===== config.mk =====
export PLATFORM = sky130hd
export DESIGN_NAME = credit_buffered_memory_target
export DESIGN_NICKNAME = d
export VERILOG_FILES = /design/src/rtl/cbmt_pkg.sv /design/src/rtl/cbmt_ctrl.sv /design/src/rtl/cbmt_dp.sv /design/src/rtl/credit_buffered_memory_target.sv
export SDC_FILE = /design/constraint.sdc
export NUM_CORES = 2
export LEC_CHECK = 0
export ABC_CLOCK_PERIOD_IN_PS = 26100
export BUFFER_PORTS_ARGS = -buffer_cell sky130_fd_sc_hd__buf_2
export CAP_MARGIN = 20
export CORE_MARGIN = 5
export CORE_UTILIZATION = 59
export CTS_CLUSTER_SIZE = 24
export DETAILED_ROUTE_END_ITERATION = 10
export GPL_TIMING_DRIVEN = 0
export HOLD_SLACK_MARGIN = 0.05
export PLACE_DENSITY = 0.76
export REMOVE_ABC_BUFFERS = 1
export SETUP_SLACK_MARGIN = 0.2
export SLEW_MARGIN = 10
export SYNTH_ARGS = -nofsm -noshare
export SYNTH_HDL_FRONTEND = slang
export SYNTH_HIERARCHICAL = 1
export SYNTH_SLANG_ARGS = --single-unit

===== constraint.sdc =====
create_clock -name clk_i -period 26.1 [get_ports clk_i]
set_clock_uncertainty 0.2 [all_clocks]
set_input_delay 1.305 -clock clk_i [delete_from_list [all_inputs] [get_ports clk_i]]
set_output_delay 1.305 -clock clk_i [all_outputs]
set_load 0.03 [all_outputs]

===== src/rtl/cbmt_pkg.sv =====
`default_nettype none
// ----------------------------------------------------------------------------
// cbmt_pkg
// Shared types and constants of the credit buffered memory target.
// ----------------------------------------------------------------------------
package cbmt_pkg;

  localparam int QUEUE_DEPTH_DEF = 8;
  localparam int STORE_BYTES_DEF = 256;
  localparam int LIMIT_RST       = 3;   // buffer_limit after reset
  localparam int BYTES_MAX       = 4;   // longest access
  localparam int CNT_W           = 4;   // credit, count and limit width

  typedef enum logic [2:0] {
    ST_QUEUED    = 3'd0,
    ST_NO_CREDIT = 3'd1,
    ST_OVERFLOW  = 3'd2,
    ST_COMPLETED = 3'd3,
    ST_NOTHING   = 3'd4,
    ST_RANGE     = 3'd5
  } status_e;

  localparam logic CMD_REQUEST = 1'b0;
  localparam logic CMD_DRAIN   = 1'b1;

  // one queued request
  typedef struct packed {
    logic        is_write;
    logic [7:0]  addr;
    logic [2:0]  length;
    logic [31:0] wdata;
  } req_t;

  // controller -> datapath
  typedef struct packed {
    logic    clr_step;   // clear one store byte
    logic    spend;      // take one credit
    logic    enq;        // push request
    logic    pop;        // pop oldest request, return credit
    logic    byte_step;  // access one byte of the popped request
    logic    emit;       // load result registers
    logic    emit_pop;   // result belongs to a popped request
    status_e emit_st;
  } ctl_cmd_t;

  // datapath -> controller
  typedef struct packed {
    logic credit_zero;
    logic q_empty;
    logic q_full;
    logic clr_last;
    logic range_err;
    logic len_zero;
    logic byte_last;
    logic ent_write;
  } dp_sts_t;

endpackage
`default_nettype wire


===== src/rtl/cbmt_ctrl.sv =====
`default_nettype none
// ----------------------------------------------------------------------------
// cbmt_ctrl
// Sequencer: store clear pass, request handling, drain byte loop.
// ----------------------------------------------------------------------------
module cbmt_ctrl
  import cbmt_pkg::*;
(
  input  wire logic     clk_i,
  input  wire logic     rst_ni,
  input  wire logic     start,
  input  wire logic     cmd_i,
  input  wire dp_sts_t  sts_i,
  output logic          busy,
  output ctl_cmd_t      cmd_o
);

  typedef enum logic [4:0] {
    S_CLEAR  = 5'b00001,
    S_IDLE   = 5'b00010,
    S_FETCH  = 5'b00100,
    S_ACCESS = 5'b01000,
    S_TAIL   = 5'b10000
  } state_e;

  state_e state_q, state_d;

  assign busy = (state_q != S_IDLE);

  always_comb begin
    state_d = state_q;
    cmd_o   = '0;
    cmd_o.emit_st = ST_QUEUED;
    case (state_q)
      S_CLEAR: begin
        cmd_o.clr_step = 1'b1;
        if (sts_i.clr_last) state_d = S_IDLE;
      end
      S_IDLE: begin
        if (start) begin
          if (cmd_i == CMD_REQUEST) begin
            cmd_o.emit = 1'b1;
            if (sts_i.credit_zero) begin
              cmd_o.emit_st = ST_NO_CREDIT;
            end else begin
              cmd_o.spend = 1'b1;
              if (sts_i.q_full) begin
                cmd_o.emit_st = ST_OVERFLOW;
              end else begin
                cmd_o.enq     = 1'b1;
                cmd_o.emit_st = ST_QUEUED;
              end
            end
          end else if (sts_i.q_empty) begin
            cmd_o.emit    = 1'b1;
            cmd_o.emit_st = ST_NOTHING;
          end else begin
            cmd_o.pop = 1'b1;
            state_d   = S_FETCH;
          end
        end
      end
      S_FETCH: begin
        if (sts_i.range_err) begin
          cmd_o.emit     = 1'b1;
          cmd_o.emit_pop = 1'b1;
          cmd_o.emit_st  = ST_RANGE;
          state_d        = S_IDLE;
        end else if (sts_i.len_zero) begin
          cmd_o.emit     = 1'b1;
          cmd_o.emit_pop = 1'b1;
          cmd_o.emit_st  = ST_COMPLETED;
          state_d        = S_IDLE;
        end else begin
          state_d = S_ACCESS;
        end
      end
      S_ACCESS: begin
        cmd_o.byte_step = 1'b1;
        if (sts_i.byte_last) begin
          if (sts_i.ent_write) begin
            cmd_o.emit     = 1'b1;
            cmd_o.emit_pop = 1'b1;
            cmd_o.emit_st  = ST_COMPLETED;
            state_d        = S_IDLE;
          end else begin
            state_d = S_TAIL;
          end
        end
      end
      S_TAIL: begin
        // last read byte lands this cycle
        cmd_o.emit     = 1'b1;
        cmd_o.emit_pop = 1'b1;
        cmd_o.emit_st  = ST_COMPLETED;
        state_d        = S_IDLE;
      end
      default: begin
        state_d = S_IDLE;
      end
    endcase
  end

  always_ff @(posedge clk_i or negedge rst_ni) begin
    if (!rst_ni) begin
      state_q <= S_CLEAR;
    end else begin
      state_q <= state_d;
    end
  end

endmodule
`default_nettype wire


===== src/rtl/cbmt_dp.sv =====
`default_nettype none
// ----------------------------------------------------------------------------
// cbmt_dp
// Credits, request queue memory, byte store memory and result registers.
// ----------------------------------------------------------------------------
module cbmt_dp
  import cbmt_pkg::*;
#(
  parameter int QUEUE_DEPTH = QUEUE_DEPTH_DEF,
  parameter int STORE_BYTES = STORE_BYTES_DEF
) (
  input  wire logic              clk_i,
  input  wire logic              rst_ni,
  input  wire ctl_cmd_t          cmd_i,
  output dp_sts_t                sts_o,
  input  wire logic              cfg_we_i,
  input  wire logic [CNT_W-1:0]  cfg_wdata_i,
  input  wire logic              is_write_i,
  input  wire logic [7:0]        addr_i,
  input  wire logic [2:0]        length_i,
  input  wire logic [31:0]       wdata_i,
  output logic                   done_o,
  output logic [2:0]             status_o,
  output logic [CNT_W-1:0]       credits_left_o,
  output logic [CNT_W-1:0]       occupancy_o,
  output logic                   credit_returned_o,
  output logic [31:0]            rdata_o,
  output logic                   done_was_write_o
);

  localparam int QW    = (QUEUE_DEPTH > 1) ? $clog2(QUEUE_DEPTH) : 1;
  localparam int AW    = $clog2(STORE_BYTES);
  localparam int SUM_W = (AW + 1 > 9) ? AW + 1 : 9;
  localparam int CNT_MAX = (1 << CNT_W) - 1;
  localparam int LIM_CAP = (QUEUE_DEPTH > CNT_MAX) ? CNT_MAX : QUEUE_DEPTH;
  localparam int LIM_RST = (LIMIT_RST > LIM_CAP) ? LIM_CAP : LIMIT_RST;
  localparam logic [CNT_W-1:0] LIM_CAP_C = CNT_W'(LIM_CAP);
  localparam logic [CNT_W-1:0] LIM_RST_C = CNT_W'(LIM_RST);
  localparam logic [CNT_W-1:0] CNT_MAX_C = CNT_W'(CNT_MAX);
  localparam logic [QW-1:0]    PTR_LAST  = QW'(QUEUE_DEPTH - 1);
  localparam logic [AW-1:0]    CLR_LAST  = AW'(STORE_BYTES - 1);
  localparam logic [SUM_W-1:0] STORE_END = SUM_W'(STORE_BYTES);
  localparam logic [2:0]       LEN_MAX   = 3'(BYTES_MAX);

  // ---------------- credits and queue pointers ----------------
  logic [CNT_W-1:0] lim_q, lim_d, credit_q, credit_d, count_q, count_d;
  logic [QW-1:0]    head_q, tail_q;
  logic [AW-1:0]    clr_addr_q;

  always_comb begin
    lim_d = (cfg_wdata_i > LIM_CAP_C) ? LIM_CAP_C : cfg_wdata_i;
    credit_d = credit_q;
    count_d  = count_q;
    if (cfg_we_i) begin
      credit_d = lim_d;
    end else if (cmd_i.spend) begin
      credit_d = credit_q - 1'b1;
    end else if (cmd_i.pop && credit_q != CNT_MAX_C) begin
      credit_d = credit_q + 1'b1;
    end
    if (cmd_i.enq) begin
      count_d = count_q + 1'b1;
    end else if (cmd_i.pop) begin
      count_d = count_q - 1'b1;
    end
  end

  always_ff @(posedge clk_i or negedge rst_ni) begin
    if (!rst_ni) begin
      lim_q      <= LIM_RST_C;
      credit_q   <= LIM_RST_C;
      count_q    <= '0;
      head_q     <= '0;
      tail_q     <= '0;
      clr_addr_q <= '0;
    end else begin
      if (cfg_we_i) lim_q <= lim_d;
      credit_q <= credit_d;
      count_q  <= count_d;
      if (cmd_i.enq) tail_q <= (tail_q == PTR_LAST) ? '0 : tail_q + 1'b1;
      if (cmd_i.pop) head_q <= (head_q == PTR_LAST) ? '0 : head_q + 1'b1;
      if (cmd_i.clr_step) clr_addr_q <= clr_addr_q + 1'b1;
    end
  end

  // ---------------- request queue memory ----------------
  req_t qmem [QUEUE_DEPTH];
  req_t ent_q;

  always_ff @(posedge clk_i) begin
    if (cmd_i.enq) begin
      qmem[tail_q] <= '{is_write: is_write_i, addr: addr_i,
                        length: length_i, wdata: wdata_i};
    end
    if (cmd_i.pop) ent_q <= qmem[head_q];
  end

  // ---------------- byte store memory ----------------
  logic [7:0]       smem [STORE_BYTES];
  logic [1:0]       idx_q, cap_idx_q;
  logic             cap_q;
  logic [7:0]       rd_byte_q;
  logic [31:0]      acc_q, acc_d;
  logic [SUM_W-1:0] baddr;
  logic [SUM_W-1:0] end_addr;
  logic [AW-1:0]    waddr;
  logic             we;
  logic [7:0]       wbyte;

  assign baddr    = SUM_W'(ent_q.addr) + SUM_W'(idx_q);
  assign end_addr = SUM_W'(ent_q.addr) + SUM_W'(ent_q.length);
  assign we       = cmd_i.clr_step || (cmd_i.byte_step && ent_q.is_write);
  assign waddr    = cmd_i.clr_step ? clr_addr_q : baddr[AW-1:0];
  assign wbyte    = cmd_i.clr_step ? 8'h00 : ent_q.wdata[{idx_q, 3'b000} +: 8];

  always_ff @(posedge clk_i) begin
    if (we) smem[waddr] <= wbyte;
    if (cmd_i.byte_step && !ent_q.is_write) rd_byte_q <= smem[baddr[AW-1:0]];
  end

  always_comb begin
    acc_d = acc_q;
    if (cap_q) acc_d[{cap_idx_q, 3'b000} +: 8] = rd_byte_q;
  end

  always_ff @(posedge clk_i or negedge rst_ni) begin
    if (!rst_ni) begin
      cap_q <= 1'b0;
    end else begin
      cap_q <= cmd_i.byte_step && !ent_q.is_write;
    end
  end

  always_ff @(posedge clk_i) begin
    cap_idx_q <= idx_q;
    if (cmd_i.pop) begin
      idx_q <= '0;
      acc_q <= '0;
    end else begin
      if (cmd_i.byte_step) idx_q <= idx_q + 1'b1;
      acc_q <= acc_d;
    end
  end

  // ---------------- status ----------------
  always_comb begin
    sts_o.credit_zero = (credit_q == '0);
    sts_o.q_empty     = (count_q == '0);
    sts_o.q_full      = (count_q >= lim_q);
    sts_o.clr_last    = (clr_addr_q == CLR_LAST);
    sts_o.range_err   = (ent_q.length > LEN_MAX) || (end_addr > STORE_END);
    sts_o.len_zero    = (ent_q.length == '0);
    sts_o.byte_last   = ({1'b0, idx_q} == ent_q.length - 3'd1);
    sts_o.ent_write   = ent_q.is_write;
  end

  // ---------------- result registers ----------------
  always_ff @(posedge clk_i or negedge rst_ni) begin
    if (!rst_ni) begin
      done_o <= 1'b0;
    end else begin
      done_o <= cmd_i.emit;
    end
  end

  always_ff @(posedge clk_i) begin
    if (cmd_i.emit) begin
      status_o          <= cmd_i.emit_st;
      credits_left_o    <= credit_d;
      occupancy_o       <= count_d;
      credit_returned_o <= cmd_i.emit_pop;
      done_was_write_o  <= cmd_i.emit_pop && ent_q.is_write;
      rdata_o           <= (cmd_i.emit_pop && cmd_i.emit_st == ST_COMPLETED &&
                            !ent_q.is_write) ? acc_d : '0;
    end
  end

endmodule
`default_nettype wire


===== src/rtl/credit_buffered_memory_target.sv =====
`default_nettype none
// ----------------------------------------------------------------------------
// credit_buffered_memory_target
// Credit counter and bounded request queue in front of a byte store.
// ----------------------------------------------------------------------------
// Usage: present an item with start high; it is taken at the clock edge where
// busy is low. Every item yields exactly one result, shown on the result ports
// for one cycle with done_o high. The receiver cannot stall results, so it
// must take done_o as it comes. After reset the byte store is cleared, one
// byte per cycle, while busy stays high (configuration writes are still
// taken). A request item (cmd 0) or a drain on an empty queue finishes with
// busy staying low, so such items can follow each other every cycle; the
// result shows on the cycle after acceptance. A drain that pops an entry goes
// through the single-byte port of the store one byte per cycle: the entry is
// fetched, out-of-range and zero-length entries then finish, writes step
// through their bytes, reads step through their bytes and a tail state; the
// result shows in the first cycle with busy low again.
// ----------------------------------------------------------------------------
module credit_buffered_memory_target
  import cbmt_pkg::*;
#(
  parameter int QUEUE_DEPTH = QUEUE_DEPTH_DEF,
  parameter int STORE_BYTES = STORE_BYTES_DEF
) (
  input  wire logic              clk_i,
  input  wire logic              rst_ni,
  // item channel
  input  wire logic              start,
  output logic                   busy,
  input  wire logic              cmd_i,
  input  wire logic              is_write_i,
  input  wire logic [7:0]        addr_i,
  input  wire logic [2:0]        length_i,
  input  wire logic [31:0]       wdata_i,
  // buffer_limit register
  input  wire logic              cfg_we_i,
  input  wire logic [CNT_W-1:0]  cfg_wdata_i,
  // result channel
  output logic                   done_o,
  output logic [2:0]             status_o,
  output logic [CNT_W-1:0]       credits_left_o,
  output logic [CNT_W-1:0]       occupancy_o,
  output logic                   credit_returned_o,
  output logic [31:0]            rdata_o,
  output logic                   done_was_write_o
);

  ctl_cmd_t ctl_cmd;
  dp_sts_t  dp_sts;
  logic     start_ok;

  // controller only acts on start in its idle state; start is also gated with busy here
  assign start_ok = start && !busy;

  cbmt_ctrl u_ctrl (
    .clk_i  (clk_i),
    .rst_ni (rst_ni),
    .start  (start_ok),
    .cmd_i  (cmd_i),
    .sts_i  (dp_sts),
    .busy   (busy),
    .cmd_o  (ctl_cmd)
  );

  cbmt_dp #(
    .QUEUE_DEPTH (QUEUE_DEPTH),
    .STORE_BYTES (STORE_BYTES)
  ) u_dp (
    .clk_i             (clk_i),
    .rst_ni            (rst_ni),
    .cmd_i             (ctl_cmd),
    .sts_o             (dp_sts),
    .cfg_we_i          (cfg_we_i),
    .cfg_wdata_i       (cfg_wdata_i),
    .is_write_i        (is_write_i),
    .addr_i            (addr_i),
    .length_i          (length_i),
    .wdata_i           (wdata_i),
    .done_o            (done_o),
    .status_o          (status_o),
    .credits_left_o    (credits_left_o),
    .occupancy_o       (occupancy_o),
    .credit_returned_o (credit_returned_o),
    .rdata_o           (rdata_o),
    .done_was_write_o  (done_was_write_o)
  );

  // ---------------- assertions ----------------
  // request items answer on the very next cycle
  a_req_result: assert property (@(posedge clk_i) disable iff (!rst_ni)
    (start && !busy && cmd_i == CMD_REQUEST) |=> done_o)
    else $error("request item without result on next cycle");

  // a returned credit only comes with a popped entry's status
  a_ret_status: assert property (@(posedge clk_i) disable iff (!rst_ni)
    (done_o && credit_returned_o) |->
      (status_o == ST_COMPLETED || status_o == ST_RANGE))
    else $error("credit returned with wrong status");

  // read data is zero except for a completed read
  a_rdata_zero: assert property (@(posedge clk_i) disable iff (!rst_ni)
    (done_o && (status_o != ST_COMPLETED || done_was_write_o)) |-> (rdata_o == '0))
    else $error("nonzero read data on non-read result");

  // queue occupancy stays within the physical queue
  a_occ_bound: assert property (@(posedge clk_i) disable iff (!rst_ni)
    done_o |-> (32'(occupancy_o) <= QUEUE_DEPTH))
    else $error("occupancy beyond queue depth");

endmodule
`default_nettype wire

* Word-level counts from Yosys, hierarchy flattened
Memory sizes are Yosys's and may differ from the RTL's. A register that Yosys moved wholly into a read port is not among the register bits. Index checks and enable logic that the tools add are counted.
Word-level totals: flip-flop bits (word level) 114, bits in writable memories 2400, word-level logic and storage cells 120, bits of input ports 53, memories 2, output and inout port bits 47
Operators by class: $add $sub $neg 12, order comparisons 4, reduce and logical (&&, ||, !) cells 15, shift operators 3, mux-type cells 49, equal/unequal tests 17
Memory list:
- u_dp.smem | depth 256, bits a word 8, read ports 1, clocked after Yosys merged registers in 1, write ports 1, RTL line cbmt_dp.sv:99 | logic [7:0] smem [STORE_BYTES];
- u_dp.qmem | depth 8, bits a word 44, read ports 1, clocked after Yosys merged registers in 1, write ports 1, RTL line cbmt_dp.sv:87 | req_t qmem [QUEUE_DEPTH];
Operators with widths (number):
- 5-bit 2-to-1 mux | 10
- 32-bit bitwise mux | 1
- 32-bit 2-to-1 mux | 1
- 4-bit 2-to-1 mux | 8
- 8-bit by 7-bit variable shift with 32-bit output, first input constant | 1
- 32-bit by 6-bit indexed part select with 8-bit output | 1
- 8-bit by 7-bit indexed part select with 32-bit output | 1
- 3-bit 2-to-1 mux | 8
- 5-bit one-hot mux with 4 select lines | 1
- 8-bit 2-to-1 mux | 2
- 1-bit 2-to-1 mux | 12
- 3-bit one-hot mux with 4 select lines | 1
- 2-bit != test, second input constant | 5
- 8-bit by 3-bit adder with 9-bit output | 1
- 9-bit greater-than comparator, second input constant | 1
- 4-bit by 1-bit adder with 4-bit output, second input constant | 2
- 8-bit by 1-bit adder with 8-bit output, second input constant | 1
- 8-bit by 2-bit adder with 8-bit output | 1
- 8-bit equality test, second input constant | 1
- 4-bit zero test | 2
- 4-bit by 1-bit subtractor with 4-bit output, second input constant | 2
- 1-bit logical AND | 7
- 5-bit negator with 7-bit output | 1
- 3-bit by 1-bit adder with 3-bit output, second input constant | 2
- 22 further kinds | 27

* Depth between registers and ports, before layout
depth after elaboration 10, gate-level depth with buffers 14, mapped depth without buffers 12

* By module
Netlist, hierarchy kept.
By module, submodules not included:
- cbmt_dp | area an instance 99352.8 sq um, cells an instance 4674, instances 1, sequential area each 76408.3 sq um
- cbmt_ctrl | area an instance 399.1 sq um, cells an instance 49, instances 1, sequential area each 126.4 sq um
- credit_buffered_memory_target | area an instance 13.8 sq um, cells an instance 1, instances 1, sequential area each 0.0 sq um

* Worst setup path after synthesis
Ideal clock, no wire load.
path kind register to register, start point reg u_dp.idx_q[0], end point mem u_dp.smem[0][0], data pin, buffers on the path 1, period minus slack after synthesis 9.118 ns, required time 24.438 ns, arrival 7.455 ns, setup time 1.462 ns, cell stages (with the launch flop) 4, slack 16.982 ns, cells stage by stage dfxtp_1 > buf_1 > mux4_2 > nor2b_1
Between the ends: longest elaborated chain between the ends 2
Ends and longest elaborated chain:
- start, declared | RTL line cbmt_dp.sv:100 | logic [1:0] idx_q, cap_idx_q;
- start signal, assigned | RTL line cbmt_dp.sv:140 | if (cmd_i.byte_step) idx_q <= idx_q + 1'b1;
- 32-bit by 6-bit indexed part select with 8-bit output | RTL line cbmt_dp.sv:114 | assign wbyte = cmd_i.clr_step ? 8'h00 : ent_q.wdata[{idx_q, 3'b000} +: 8];
- 8-bit 2-to-1 mux | RTL line cbmt_dp.sv:114
- net u_dp.wbyte[0] | RTL line cbmt_dp.sv:108 | logic [7:0] wbyte;
- end, declared | RTL line cbmt_dp.sv:99
The timed path passes the listed nets, and every way through them passes these cells.

* Worst setup path in the final report
start point reg u_dp.idx_q[0], end point reg u_dp.rd_byte_q[5] (read register of u_dp.smem), data pin
Between the ends: longest elaborated chain between the ends 1
Ends and longest elaborated chain:
- 8-bit by 2-bit adder with 8-bit output | RTL line cbmt_dp.sv:110 | assign baddr = SUM_W'(ent_q.addr) + SUM_W'(idx_q);
- end, declared | RTL line cbmt_dp.sv:102 | logic [7:0] rd_byte_q;
Every way passes these cells. A chain may end at the register's enable or synchronous reset.

==> implementation parameters <==
Parameter                              Value

Critical path
  Maximum fanout count along the critical path ... 52
  Critical path launch point type ... flop
  Crit. Startpoint ... u_dp/idx_q[0]
  Critical path data arrival time ... 7.29 ns
  Crit path kind ... reg -> reg
  R2R Path Start ... u_dp/idx_q[0]
  Category of the worst setup path capture point ... flop
  Crit path required time ... between 20 and 30 ns

Clock network
  CTS max path bufs ... 3
  Cell chosen for the clock root ... sky130_fd_sc_hd__clkbuf_16
  Clock input transition at the sequential cells of the worst setup and hold paths ... 0.06 ns
  Clock tree from TritonCTS ... built
  Maximum level of the CTS H-tree ... 4
  Post-CTS Setup Repair Bufs ... 0
  Quantity of gates resized following cts ... 0
  Clock latency at the later pin of the worst-skew pair ... 0.90 ns
  Total clock buffers created by CTS ... 233
  Count of hold-fix buffers inserted at cts ... 0
  Clock sink count ... 2,566

Cells and area
  Share of final-layout standard cells stronger than drive strength 1 ... 27.04%
  Area of all sequential standard cells ... ~77,000 sq um
  Finished Layout Cells ... 7,410
  Total area of multi-input combinational cells ... around 22,000 sq um
  Final-stage net count ... 5,059
  Synth-to-layout area growth ... 13.42%
  Count of fill cells added during filler insertion ... 9,795

Timing
  Achievable clock frequency ... 143.9 MHz
  Max-slew violation count ... 0
  Final hold violation count ... 0
  Relative slew slack ... 22.13%
  Accumulated negative setup slack ... 0 ns
  Slew at the pin closest to its max-slew limit ... between 1 and 1.5 ns
  Min Clock Period, post-route ... 6.948 ns
  Share of the cycle needed by the critical path after routing ... 26.62%
  Setup-violating endpoint count in the final report ... 0
  RSZ-0062 raised after global routing ... false

Power
  Areal power density over the cells ... 111.7 nW/um^2
  Post-layout power ... 12,630 uW
  Leakage ... 0.03561 uW
  VDD IR max ... 0.00008717 V

Yosys
  Cell Area, Synth ... 99,770 sq um
  Prevailing post-synth register cell ... sky130_fd_sc_hd__edfxtp_1
  Synthesized area per cell ... about 21 sq um
  Number of flops mapped to enable cells by yosys ... ~2.5k
  Proportion of synthesized chip area in sequential cells ... 76.71%
  #FFs+latches synth ... 2,566
  Count of mapped cells out of synthesis ... 4,724
  Library cells used by synthesis ... 79
  Async set-or-reset flop fraction in the synthesized netlist ... 1.286%
  Synthesis warning total ... 6

Routing
  Post-detailed-route wirelength per cell ... 33.23 um
  Via total after detailed routing ... a little over 50k
  Pre-antenna DRT Iters ... 8
  Iter 0 DRT Violations ... approximately 7.2k
  Ratio of routed vias to standard cells ... 6.847
  Post-route DRC violation count ... 0
  Aggregate routed wire length ... 246,200 um
  Post-route ant nets ... 0

Global route
  First-pass GRT wire length ... 360,200 um
  Gr usage total ... between 20 and 30%
  Remaining global-route overflow ... 0
  Via count of the first global-routing pass ... 51.53k
  Pin count of the biggest net entering global routing ... 53
  Number of antenna violations at the first check in global routing ... 19

Die
  Placement row count ... 151
  Die span in x ... 421.2 um
  Area of the core ... 168,700 sq um
  Initial Utilization ... 59.13%
  Top Ports ... 100
  Floorplan die height ... 421.2 um
  Area enclosed by the die boundary ... 177,400 sq um

Min path
  Class of the worst hold path ... reg -> reg
  Min-delay src ... u_dp/lim_q[0]

Placement
  Final HPWL from detailed placement ... 149,000 um
  Final RePlAce weighted congestion ... 0.8059
  Number of I/O port buffers ... 99
  Number of placed instances with taps included ... 6,957

Status
  Outcome ... finished, final reports clean

Run
  Number of max-cap violations ... 0
[synth_stat cells, types with 6 or more instances]
master	count	area, sq um
sky130_fd_sc_hd__mux2_2	70	788.3
sky130_fd_sc_hd__nand4_1	27	168.9
sky130_fd_sc_hd__ha_1	26	325.3
sky130_fd_sc_hd__nor3_1	16	80.08
sky130_fd_sc_hd__dfxtp_1	36	720.7
sky130_fd_sc_hd__mux4_2	647	14570
sky130_fd_sc_hd__mux4_1	11	289.0
sky130_fd_sc_hd__a32oi_1	7	61.31
sky130_fd_sc_hd__o211ai_1	7	52.55
sky130_fd_sc_hd__xnor2_1	13	113.9
sky130_fd_sc_hd__buf_1	21	78.83
sky130_fd_sc_hd__clkbuf_1	110	412.9
sky130_fd_sc_hd__and3_1	6	37.54
sky130_fd_sc_hd__nand3b_1	8	60.06
sky130_fd_sc_hd__a31oi_1	33	206.5
sky130_fd_sc_hd__nor4_1	8	50.05
sky130_fd_sc_hd__o32ai_1	6	52.55
sky130_fd_sc_hd__dfrtp_1	28	700.7
sky130_fd_sc_hd__nor2_1	376	1411
sky130_fd_sc_hd__a21oi_1	32	160.2
sky130_fd_sc_hd__buf_4	49	367.9
sky130_fd_sc_hd__edfxtp_1	2497	74980
sky130_fd_sc_hd__buf_2	64	320.3
sky130_fd_sc_hd__xor2_1	8	70.07
sky130_fd_sc_hd__buf_6	16	180.2
sky130_fd_sc_hd__a211oi_1	14	105.1
sky130_fd_sc_hd__mux2i_1	35	350.3
sky130_fd_sc_hd__nor2b_1	14	87.58
sky130_fd_sc_hd__inv_1	23	86.33
sky130_fd_sc_hd__nand2b_1	9	56.30
sky130_fd_sc_hd__a22oi_1	46	345.3
sky130_fd_sc_hd__o21ai_0	38	190.2
sky130_fd_sc_hd__nand3_1	55	275.3
sky130_fd_sc_hd__o31ai_1	11	82.58
sky130_fd_sc_hd__nand2_1	267	1002
[flip-flops by register name, indices dropped and copies added (netlist names), 3 cells and up]
name	count
u_dp/rdata_o	32
u_dp/occupancy_o	4
u_dp/status_o	3
u_dp/credit_q	4
u_dp/head_q	3
u_dp/clr_addr_q	8
u_dp/lim_q	4
u_dp/count_q	4
u_dp/acc_q	32
u_dp/credits_left_o	4
u_dp/ent_q	43
u_dp/rd_byte_q	8
u_dp/tail_q	3
u_dp/qmem	352
u_ctrl/state_q	5
u_dp/smem	2048
[power breakdown]
part / switching [uW] / total [uW] / internal [uW] / leakage (uW)
Clock: 1510 / 3360 / 1850 / 0.00362
Combinational: 2330 / 4050 / 1730 / 0.00883
Sequential: 84.2 / 5220 / 5140 / 0.0232
Total: 3920 / 12600 / 8720 / 0.0356
[per-stage QoR]
stage	worst slack, ns	cell area (sq um)	hold WS [ns]	util, %
finish	19.15	113200	0.2803	67.07
global route	19.13	113100	0.3079	67.05
CTS	19.02	113100	0.2789	67.03
detailed placement	19.07	105600	0.2681	62.60
global placement	-7.941	101700	0.2695	60.25
floorplan	3.966	98390	0.2508	-
[final timing paths]
path                       depth (start not counted)                 to  slack (ns)
setup / recovery                                  10  u_dp/rd_byte_q[5]       19.15
hold reg to reg                                    2      u_dp/lim_q[0]        0.28
max in group asynchronous                          1     u_dp/head_q[2]       24.72
setup reg to reg                                  10  u_dp/rd_byte_q[5]       19.15
min in group asynchronous                          1         u_dp/cap_q        0.33
hold / removal                                     2      u_dp/lim_q[0]        0.28
[kinds of logic (layout without fill, tap and decap cells)]
kind of cell | after synthesis | after routing | share of synthesized area [%]
other cells | 0 | 14 | 0
flops | 2566 | 2566 | 76.71
xor+xnor | 22 | 22 | 0.2007
buf+inv | 285 | 739 | 1.474
compound gates | 254 | 254 | 1.811
mux | 763 | 763 | 16.04
simple gates | 806 | 806 | 3.397
fa+ha+maj | 28 | 28 | 0.3662
[placed cells by master (no fill, tap or decap), types with 12 or more instances in the layout]
master,count
sky130_fd_sc_hd__diode_2,14
sky130_fd_sc_hd__buf_12,89
sky130_fd_sc_hd__a31oi_1,33
sky130_fd_sc_hd__edfxtp_1,2497
sky130_fd_sc_hd__clkbuf_1,66
sky130_fd_sc_hd__nand2_1,250
sky130_fd_sc_hd__a211oi_1,14
sky130_fd_sc_hd__dfxtp_1,35
sky130_fd_sc_hd__ha_1,25
sky130_fd_sc_hd__nor3_1,13
sky130_fd_sc_hd__clkinv_2,41
sky130_fd_sc_hd__clkbuf_16,235
sky130_fd_sc_hd__clkinv_1,48
sky130_fd_sc_hd__nor2_1,367
sky130_fd_sc_hd__o21ai_0,37
sky130_fd_sc_hd__nand3_1,55
sky130_fd_sc_hd__mux2i_1,35
sky130_fd_sc_hd__mux2_2,70
sky130_fd_sc_hd__buf_16,53
sky130_fd_sc_hd__buf_2,99
sky130_fd_sc_hd__buf_6,12
sky130_fd_sc_hd__nand2_2,17
sky130_fd_sc_hd__mux4_2,647
sky130_fd_sc_hd__bufinv_16,19
sky130_fd_sc_hd__a21oi_1,32
sky130_fd_sc_hd__a22oi_1,46
sky130_fd_sc_hd__nand4_1,27
sky130_fd_sc_hd__inv_1,23
sky130_fd_sc_hd__dfrtp_1,25
sky130_fd_sc_hd__buf_4,13
[layout make-up]
cell class,instances,share of cell area [%]
sequential,2566,67.65
multi-input combinational,1873,19.51
clock buffer,301,5.416
timing repair buffer,280,3.671
tap,2218,2.452
clock inverter,134,1.190
inverter,24,0.08403
antenna,14,0.03096
[layer usage]
| metal | wire, um | GRT usage (%) | up-vias |
|---|---|---|---|
| li1 | - | - | 20040 |
| met1 | 87730 | 38.48 | 26550 |
| met2 | 121100 | 44.34 | 3564 |
| met3 | 27250 | 6.245 | 565 |
| met4 | 10080 | 10.59 | 14 |
| met5 | 96 | 0 | - |
[critical path: stages (launching register included)]
cell and delay [ns]:
sky130_fd_sc_hd__dfxtp_2 0.53, sky130_fd_sc_hd__ha_4 0.30, sky130_fd_sc_hd__fa_4 1.11, sky130_fd_sc_hd__buf_12 0.29, sky130_fd_sc_hd__buf_16 0.29, sky130_fd_sc_hd__clkinv_4 0.66
sky130_fd_sc_hd__mux2_2 0.47, sky130_fd_sc_hd__o21ai_0 0.28, sky130_fd_sc_hd__a221oi_1 1.07, sky130_fd_sc_hd__a31oi_1 0.35, sky130_fd_sc_hd__nor3_1 0.86
(Power assumes the default switching activity.)
